==> config.mk <==
export PLATFORM = sky130hd
export DESIGN_NAME = strict_3x3_local_max_finder_unit
export DESIGN_NICKNAME = d
export VERILOG_FILES = /design/src/hw/rtl/s3lm_pkg.sv /design/src/hw/rtl/strict_3x3_local_max_finder_unit.sv /design/src/hw/rtl/s3lm_line_buf.sv /design/src/hw/rtl/s3lm_window.sv /design/src/hw/rtl/s3lm_out_queue.sv
export SDC_FILE = /design/constraint.sdc
export NUM_CORES = 2
export LEC_CHECK = 0
export ABC_AREA = 0
export BUFFER_PORTS_ARGS = -buffer_cell sky130_fd_sc_hd__buf_2
export CAP_MARGIN = 40
export CORE_MARGIN = 2
export CORE_UTILIZATION = 49
export CTS_CLUSTER_SIZE = 40
export DETAILED_ROUTE_END_ITERATION = 8
export SLEW_MARGIN = 20
export SYNTH_ARGS = -nofsm -noshare
export SYNTH_HDL_FRONTEND = slang
export SYNTH_SLANG_ARGS = --single-unit
==> constraint.sdc <==
create_clock -name clk -period 4.9 [get_ports clk]
set_input_delay 1.47 -clock clk [delete_from_list [all_inputs] [get_ports clk]]
set_output_delay 1.47 -clock clk [all_outputs]
set_load 0.05 [all_outputs]
==> src/hw/rtl/s3lm_pkg.sv <==
// types, constants and the peak test shared by the local maximum finder
package s3lm_pkg;

  localparam int MAX_SIDE = 256;
  localparam int PIX_W    = 8;
  localparam int SIDE_W   = 9;
  localparam int COORD_W  = 8;
  localparam int CNT_W    = (MAX_SIDE > 1) ? $clog2(MAX_SIDE) : 1;
  localparam int TDATA_W  = ((PIX_W + 2 * COORD_W + 7) / 8) * 8;

  localparam logic KIND_PEAK = 1'b0;
  localparam logic KIND_DONE = 1'b1;

  typedef logic [2:0][2:0][PIX_W-1:0] win_t;

  typedef struct packed {
    logic [CNT_W-1:0] row;
    logic [CNT_W-1:0] col;
    logic             last_row;
    logic             last_col;
    logic             bank;
  } pos_t;

  typedef struct packed {
    logic               kind;
    logic [PIX_W-1:0]   value;
    logic [COORD_W-1:0] row;
    logic [COORD_W-1:0] col;
    logic               last;
  } result_t;

  // strict maximum over the existing 8-neighbours inside the window
  function automatic logic is_peak(input win_t w, input logic [2:0] row_ok,
                                   input logic [2:0] col_ok, input int ci, input int cj);
    logic ok;
    ok = row_ok[ci] && col_ok[cj];
    for (int i = 0; i < 3; i++) begin
      for (int j = 0; j < 3; j++) begin
        if (!(i == ci && j == cj) && i >= ci - 1 && i <= ci + 1 &&
            j >= cj - 1 && j <= cj + 1 && row_ok[i] && col_ok[j] &&
            w[i][j] >= w[ci][cj]) begin
          ok = 1'b0;
        end
      end
    end
    return ok;
  endfunction

endpackage

==> src/hw/rtl/strict_3x3_local_max_finder_unit.sv <==
// Strict 3x3 local maximum finder: takes one 8-bit pixel per beat in raster
// order and reports each pixel strictly greater than all of its existing
// 8-neighbours, with its row and column, plus a frame-done beat after the last
// pixel. A pixel is reported when its last neighbour arrives, so reports are
// not always in raster order. The block accepts one pixel every clock cycle
// while the output keeps up; each taken pixel is held in the s1 register and its
// results are then loaded into the output queue. The only pixel that can make
// two result beats is the last of a frame. The line store takes one read of each
// bank and one write per pixel. A write to cfg_data sets the image side (0 acts
// as 1, values above 256 act as 256) and restarts the frame at row 0, column 0.
module strict_3x3_local_max_finder_unit
  import s3lm_pkg::*;
(
  input  logic               clk,
  input  logic               rst,
  input  logic               cfg_valid,
  output logic               cfg_ready,
  input  logic [SIDE_W-1:0]  cfg_data,    // image_side
  input  logic               s_tvalid,
  output logic               s_tready,
  input  logic [PIX_W-1:0]   s_tdata,     // pixel_value
  output logic               m_tvalid,
  input  logic               m_tready,
  output logic [TDATA_W-1:0] m_tdata,     // peak_value, peak_row, peak_col
  output logic               m_tuser,     // report_kind
  output logic               m_tlast      // run_last
);

  logic [CNT_W-1:0] last_idx;
  logic [CNT_W-1:0] row_count;
  logic [CNT_W-1:0] col_count;
  logic             s1_valid;
  pos_t             s1_pos;
  pos_t             in_pos;
  logic [PIX_W-1:0] s1_px;
  logic             accept;
  logic             s1_go;
  logic             s1_fire;
  logic [PIX_W-1:0] rd0;
  logic [PIX_W-1:0] rd1;
  logic [PIX_W-1:0] top_px;
  logic [PIX_W-1:0] mid_px;
  result_t [1:0]    res;
  logic [1:0]       num;
  logic [CNT_W-1:0] cfg_last_idx;

  assign cfg_ready = 1'b1;
  assign accept    = s_tvalid && s_tready;
  assign s1_fire   = s1_valid && s1_go;
  assign s_tready  = !s1_valid || s1_go;

  always_comb begin
    if (cfg_data == '0) begin
      cfg_last_idx = '0;
    end else if (32'(cfg_data) > MAX_SIDE) begin
      cfg_last_idx = CNT_W'(MAX_SIDE - 1);
    end else begin
      cfg_last_idx = CNT_W'(cfg_data - SIDE_W'(1));
    end
  end

  always_comb begin
    in_pos.row      = row_count;
    in_pos.col      = col_count;
    in_pos.last_row = row_count == last_idx;
    in_pos.last_col = col_count == last_idx;
    in_pos.bank     = row_count[0];
  end

  always_ff @(posedge clk) begin
    if (rst) begin
      last_idx  <= CNT_W'(MAX_SIDE - 1);
      row_count <= '0;
      col_count <= '0;
    end else if (cfg_valid && cfg_ready) begin
      last_idx  <= cfg_last_idx;
      row_count <= '0;
      col_count <= '0;
    end else if (accept) begin
      if (in_pos.last_col) begin
        col_count <= '0;
        row_count <= in_pos.last_row ? '0 : row_count + CNT_W'(1);
      end else begin
        col_count <= col_count + CNT_W'(1);
      end
    end
  end

  always_ff @(posedge clk) begin
    if (rst) begin
      s1_valid <= 1'b0;
    end else if (accept) begin
      s1_valid <= 1'b1;
    end else if (s1_fire) begin
      s1_valid <= 1'b0;
    end
  end

  always_ff @(posedge clk) begin
    if (accept) begin
      s1_pos <= in_pos;
      s1_px  <= s_tdata;
    end
  end

  s3lm_line_buf u_line_buf (
    .clk     (clk),
    .en      (accept),
    .wr_bank (in_pos.bank),
    .addr    (col_count),
    .wdata   (s_tdata),
    .rd0     (rd0),
    .rd1     (rd1)
  );

  // current bank holds the row two above, the other bank the row just above
  assign top_px = s1_pos.bank ? rd1 : rd0;
  assign mid_px = s1_pos.bank ? rd0 : rd1;

  s3lm_window u_window (
    .clk     (clk),
    .rst     (rst),
    .advance (s1_fire),
    .top_px  (top_px),
    .mid_px  (mid_px),
    .new_px  (s1_px),
    .pos     (s1_pos),
    .res     (res),
    .num     (num)
  );

  s3lm_out_queue u_out_queue (
    .clk      (clk),
    .rst      (rst),
    .load     (s1_fire),
    .res      (res),
    .num      (num),
    .can_load (s1_go),
    .m_tvalid (m_tvalid),
    .m_tready (m_tready),
    .m_tlast  (m_tlast),
    .m_tuser  (m_tuser),
    .m_tdata  (m_tdata)
  );

endmodule

==> src/hw/rtl/s3lm_line_buf.sv <==
// two-bank line store, one read of each bank and one write per pixel
module s3lm_line_buf
  import s3lm_pkg::*;
(
  input  logic             clk,
  input  logic             en,
  input  logic             wr_bank,
  input  logic [CNT_W-1:0] addr,
  input  logic [PIX_W-1:0] wdata,
  output logic [PIX_W-1:0] rd0,
  output logic [PIX_W-1:0] rd1
);

  logic [PIX_W-1:0] bank0 [MAX_SIDE];
  logic [PIX_W-1:0] bank1 [MAX_SIDE];

  always_ff @(posedge clk) begin
    if (en) begin
      rd0 <= bank0[addr];
      rd1 <= bank1[addr];
      if (wr_bank) begin
        bank1[addr] <= wdata;
      end else begin
        bank0[addr] <= wdata;
      end
    end
  end

endmodule

==> src/hw/rtl/s3lm_window.sv <==
// 3x3 window registers and the peak and frame-end decision
module s3lm_window
  import s3lm_pkg::*;
(
  input  logic                clk,
  input  logic                rst,
  input  logic                advance,
  input  logic [PIX_W-1:0]    top_px,
  input  logic [PIX_W-1:0]    mid_px,
  input  logic [PIX_W-1:0]    new_px,
  input  pos_t                pos,
  output result_t [1:0]       res,
  output logic [1:0]          num
);

  win_t window;
  win_t window_next;
  logic [2:0] row_ok;
  logic [2:0] col_ok;
  logic p11, p12, p21, p22;
  logic found;
  logic is_end;
  logic [1:0] fi;
  logic [1:0] fj;
  logic [CNT_W-1:0] pk_row;
  logic [CNT_W-1:0] pk_col;
  result_t peak_res;
  result_t done_res;

  always_comb begin
    for (int i = 0; i < 3; i++) begin
      window_next[i][0] = window[i][1];
      window_next[i][1] = window[i][2];
    end
    window_next[0][2] = top_px;
    window_next[1][2] = mid_px;
    window_next[2][2] = new_px;
  end

  always_ff @(posedge clk) begin
    if (rst) begin
      window <= '0;
    end else if (advance) begin
      window <= window_next;
    end
  end

  assign row_ok = {1'b1, pos.row != '0, pos.row > CNT_W'(1)};
  assign col_ok = {1'b1, pos.col != '0, pos.col > CNT_W'(1)};

  assign p11 = is_peak(window_next, row_ok, col_ok, 1, 1);
  assign p12 = pos.last_col && is_peak(window_next, row_ok, col_ok, 1, 2);
  assign p21 = pos.last_row && is_peak(window_next, row_ok, col_ok, 2, 1);
  assign p22 = pos.last_row && pos.last_col &&
               is_peak(window_next, row_ok, col_ok, 2, 2);

  assign found  = p11 || p12 || p21 || p22;
  assign is_end = pos.last_row && pos.last_col;

  always_comb begin
    fi = 2'd2;
    fj = 2'd2;
    if (p11) begin
      fi = 2'd1;
      fj = 2'd1;
    end else if (p12) begin
      fi = 2'd1;
      fj = 2'd2;
    end else if (p21) begin
      fi = 2'd2;
      fj = 2'd1;
    end
  end

  assign pk_row = (fi == 2'd1) ? pos.row - CNT_W'(1) : pos.row;
  assign pk_col = (fj == 2'd1) ? pos.col - CNT_W'(1) : pos.col;

  always_comb begin
    peak_res.kind  = KIND_PEAK;
    peak_res.value = window_next[fi][fj];
    peak_res.row   = COORD_W'(pk_row);
    peak_res.col   = COORD_W'(pk_col);
    peak_res.last  = !is_end;
    done_res       = '0;
    done_res.kind  = KIND_DONE;
    done_res.last  = 1'b1;
    res[0] = found ? peak_res : done_res;
    res[1] = done_res;
    num    = {1'b0, found} + {1'b0, is_end};
  end

endmodule

==> src/hw/rtl/s3lm_out_queue.sv <==
// two-entry result buffer driving the output stream
module s3lm_out_queue
  import s3lm_pkg::*;
(
  input  logic          clk,
  input  logic          rst,
  input  logic          load,
  input  result_t [1:0] res,
  input  logic [1:0]    num,
  output logic          can_load,
  output logic          m_tvalid,
  input  logic          m_tready,
  output logic          m_tlast,
  output logic          m_tuser,
  output logic [TDATA_W-1:0] m_tdata
);

  result_t q0;
  result_t q1;
  logic [1:0] count;
  logic take;

  assign m_tvalid = count != 2'd0;
  assign take     = m_tvalid && m_tready;
  assign can_load = (count == 2'd0) || (count == 2'd1 && m_tready);

  always_ff @(posedge clk) begin
    if (rst) begin
      count <= 2'd0;
    end else if (load) begin
      count <= num;
    end else if (take) begin
      count <= count - 2'd1;
    end
  end

  always_ff @(posedge clk) begin
    if (load) begin
      q0 <= res[0];
      q1 <= res[1];
    end else if (take) begin
      q0 <= q1;
    end
  end

  assign m_tlast = q0.last;
  assign m_tuser = q0.kind;
  assign m_tdata = TDATA_W'({q0.col, q0.row, q0.value});

endmodule
==> reports/metrics.json <==
{
  "clock_input_transition_at_the_sequential_cells_of_the_worst_setup_and_hold_paths_ps": 60,
  "cts_tree": "done",
  "synth_common_cells": "4164 x sky130_fd_sc_hd__edfxtp_1, 1283 x sky130_fd_sc_hd__mux4_2, 597 x sky130_fd_sc_hd__nor2_1, 259 x sky130_fd_sc_hd__clkbuf_1, 209 x sky130_fd_sc_hd__nand2_1",
  "cts.sink_count": 4239,
  "mappedNetlistNets": 7713,
  "cts_setup_buffers": 0,
  "power.density_cell_area_mw_per_mm2": 405,
  "synth.distinct_cells": 72,
  "critical-path-max-stage-delay_ps": 640,
  "power_frac_seq_pct": 51.8,
  "dpl.hpwl_mm": 270,
  "hold_viol_final": 0,
  "p_switching_mw": 16.2,
  "intPower_mw": 61.2,
  "setup_slack_ps": 617,
  "post_synth.cell_area_avg_sq_um": 22.0,
  "clockBufferDepth": 4,
  "netlist_instances": 7556,
  "p_sw_share_pct": 21.0,
  "synth.cell_area_sq_mm": 0.166,
  "crit_path_max_fanout": 25,
  "cts_inserted_buffers": 431,
  "outcome": "completed",
  "wl_per_cell_um": 33.4,
  "routability_driven_placement_congestion_ratio": 0.853,
  "worst_setup_path_startpoint": "s1_pos[11]$_DFFE_PP_",
  "cp_data_required_time_ps": 5680,
  "io_pins": 51,
  "num-nets-final": 8394,
  "synth_warnings": 0,
  "r2r_start": "s1_pos[11]$_DFFE_PP_",
  "slew_headroom_pct": 10.5,
  "finalCoreUtilization_pct": 56.7,
  "ctsHtreeMaxLevel": 5,
  "route.vias.total": 82110,
  "hold_class": "register to register",
  "grt_pass1_vias": 81486,
  "worst-slew-pin-transition_ps": 1340,
  "grt_start_max_net_pins": 123,
  "drt-vias-per-instance": 6.26,
  "postSynth.asyncResetShare_pct": 0,
  "critical_path.top_delay_family": "compound AO/OA/AOI/OAI gates",
  "peakVddDrop_uv": 369,
  "antenna_found_initial": 21,
  "drive_gt1_share_pct": 31.1,
  "initial_standard_cell_utilization_of_the_core_pct": 49.3,
  "yosys.area.top_type_share_pct": 75.2,
  "synthToLayoutAreaGrowth_pct": 15.0,
  "die_area_sq_mm": 0.344,
  "synth_enable_flop_cells": 4164,
  "grt_first_pass_wirelength_mm": 621,
  "p_comb_share_pct": 4.8,
  "most_numerous_cell_in_the_yosys_netlist": "sky130_fd_sc_hd__edfxtp_1",
  "critical_path_buf_inv_count": 3,
  "unrepaired_setup_endpoints_after_global_routing": "false",
  "numPortBuffers": 49,
  "ordered_cell_list_for_the_critical_path": "buf_4, mux2i_1, buf_4, ha_1, a211oi_1, nor2_1, or4_1, a2111oi_4, a21oi_2, buf_6, a31o_2, a211oi_1",
  "gr-total-overflow": 0,
  "cap_viol_max_count": 0,
  "achievable-frequency_mhz": 233,
  "p_total_mw": 77.4,
  "fp.coreArea_sq_mm": 0.337,
  "cp_data_arrival_time_ps": 5060,
  "setup_tns_after_final_layout_ps": 0,
  "fin_crit_ps": 4280,
  "setup.worst_path.start_class": "register",
  "antenna_violating_nets_post_route": 0,
  "ys_top_cells_by_area": "sky130_fd_sc_hd__edfxtp_1 75%, sky130_fd_sc_hd__mux4_2 17%, sky130_fd_sc_hd__nor2_1 1.3%",
  "grtUsageTotal_pct": 25.6,
  "finalSetupViolations": 0,
  "worst-setup-path-type": "register to register",
  "clkPwrFrac_pct": 43.5,
  "postSynthRegisterBits": 4239,
  "critPathCaptureType": "register",
  "num_rows": 213,
  "cts.hold.buffers_added": 0,
  "pre_cts_slack_ps": 642,
  "synth_area_leader_cell": "sky130_fd_sc_hd__edfxtp_1",
  "synth_flop_cell": "sky130_fd_sc_hd__edfxtp_1",
  "synth_seq_area_share_pct": 76.1,
  "static-leakage-power_nw": 58.8,
  "postCtsResizedCells": 0,
  "hp-start": "u_window.window[8]$_SDFFE_PP0P_",
  "clock_insertion_delay_at_the_later_pin_of_the_skew_report_ps": 970,
  "cts.root.buffer_cell": "sky130_fd_sc_hd__clkbuf_16",
  "dieWidth_um": 586,
  "timing.final.crit_share_pct": 87.4,
  "fp.dieH_um": 586,
  "drc": 0,
  "fillCellCount": 24556,
  "first_pass_iters": 5,
  "drtIter0Drc": 10729,
  "postRouteWirelength_mm": 439,
  "final_cell_area_sq_mm": 0.191,
  "postPlaceCellArea_sq_mm": 0.176,
  "critical-path-slowest-cell": "sky130_fd_sc_hd__a2111oi_4",
  "timing.final.max_slew_violations": 0,
  "timing.clock.skew_ps": 49.7
}
layer usage:
| metal | up-vias | wire length (um) | GRT usage, % |
|---|---|---|---|
| met2 | 3836 | 208000 | 39.8 |
| met3 | 641 | 38600 | 4.66 |
| li1 | 33183 | - | - |
| met5 | - | 41 | 0 |
| met1 | 44444 | 180000 | 37.8 |
| met4 | 6 | 11300 | 6.37 |
power by group through the flow:
stage          combinational [mW]  clock, mW  sequential, mW
3_5_place_dp                 3.72          0            40.8
4_1_cts                      3.72       34.1            40.1
5_1_grt                      3.95       35.5            40.1
6_report                     3.69       33.7            40.1
2_1_floorplan                1.94          0            40.9
3_3_place_gp                 3.64          0            40.8
metrics by stage:
stage	instances	hold slack, ps
detailed placement	12248	452
global route	13116	486
CTS	13043	460
finish	13120	456
floorplan	7556	403
global placement	12233	444
layout make-up:
cell class,instances,area [sq um],area share (%)
timing repair buffer,683,6340,3.32
tap,4515,5650,2.95
inverter,50,189,0.0988
multi-input combinational,2832,38000,19.9
clock inverter,276,3070,1.61
sequential,4239,127000,66.2
antenna,6,15.0,0.00785
clock buffer,519,11400,5.98
sequential cells by signal (all words and copies together) (netlist names):
register             flops
u_window.window         48
u_out_queue.m_tdata     24
u_out_queue.m_tuser      1
u_line_buf.rd1           8
last_idx                 8
u_line_buf.bank1      2048
u_line_buf.bank0      2048
u_out_queue.count        2
col_count                8
row_count                8
s1_valid                 1
u_line_buf.rd0           8
u_out_queue.m_tlast      1
s1_px                    8
s1_pos                  18
cells in the final DEF, fill, tap and decap left out, drive strengths merged, types with 4 or more instances in the layout:
cell type | Yosys | final
a21oi | 112 | 112
a211oi | 31 | 31
o22ai | 4 | 4
o21ai | 52 | 52
o31ai | 6 | 6
xor2 | 15 | 15
bufinv | 0 | 62
clkinv | 2 | 179
ha | 135 | 135
a22oi | 70 | 70
a31oi | 6 | 6
nor4 | 8 | 8
nand2b | 16 | 16
a32oi | 4 | 4
or4 | 13 | 13
nand4 | 28 | 28
o41ai | 4 | 4
clkbuf | 259 | 519
o211ai | 10 | 10
edfxtp | 4164 | 4164
nor3 | 36 | 36
clkinvlp | 0 | 25
nand2 | 209 | 209
buf | 176 | 683
mux2i | 23 | 23
or3 | 8 | 8
a211o | 5 | 5
diode | 0 | 6
mux2 | 14 | 14
a221oi | 6 | 6
a22o | 9 | 9
nor2b | 15 | 15
a21o | 8 | 8
nand3 | 39 | 39
mux4 | 1283 | 1283
inv | 48 | 60
dfxtp | 75 | 75
nor2 | 597 | 597
xnor2 | 21 | 21
kinds of logic after synthesis:
| family | count (synthesis) | synth area share [%] |
|---|---|---|
| muxes | 1320 | 17.6 |
| other | 1 | 0.00226 |
| adders and majority gates | 135 | 1.02 |
| and+or+nand+nor | 986 | 2.47 |
| buffers and inverters | 485 | 1.19 |
| xor gates and xnor gates | 36 | 0.190 |
| DFF | 4239 | 76.1 |
| AOI/OAI and AO/OA | 354 | 1.40 |
tightest hold or removal path: stages, from the launching register on:
cell	delay, ps
sky130_fd_sc_hd__dfxtp_1	310
sky130_fd_sc_hd__nand2_1	50
sky130_fd_sc_hd__a21oi_1	50
path summary, 6_finish.rpt:
path / to / slack (ps) / cells after the start
worst max-delay path: u_out_queue.m_tdata[17]$_SDFFCE_PN0P_ / 620 / 12
worst min-delay path: u_window.window[8]$_SDFFE_PP0P_ / 460 / 2
worst max register to register: u_out_queue.m_tdata[17]$_SDFFCE_PN0P_ / 620 / 12
worst min register to register: u_window.window[8]$_SDFFE_PP0P_ / 460 / 2
(Power assumes the default switching activity.)
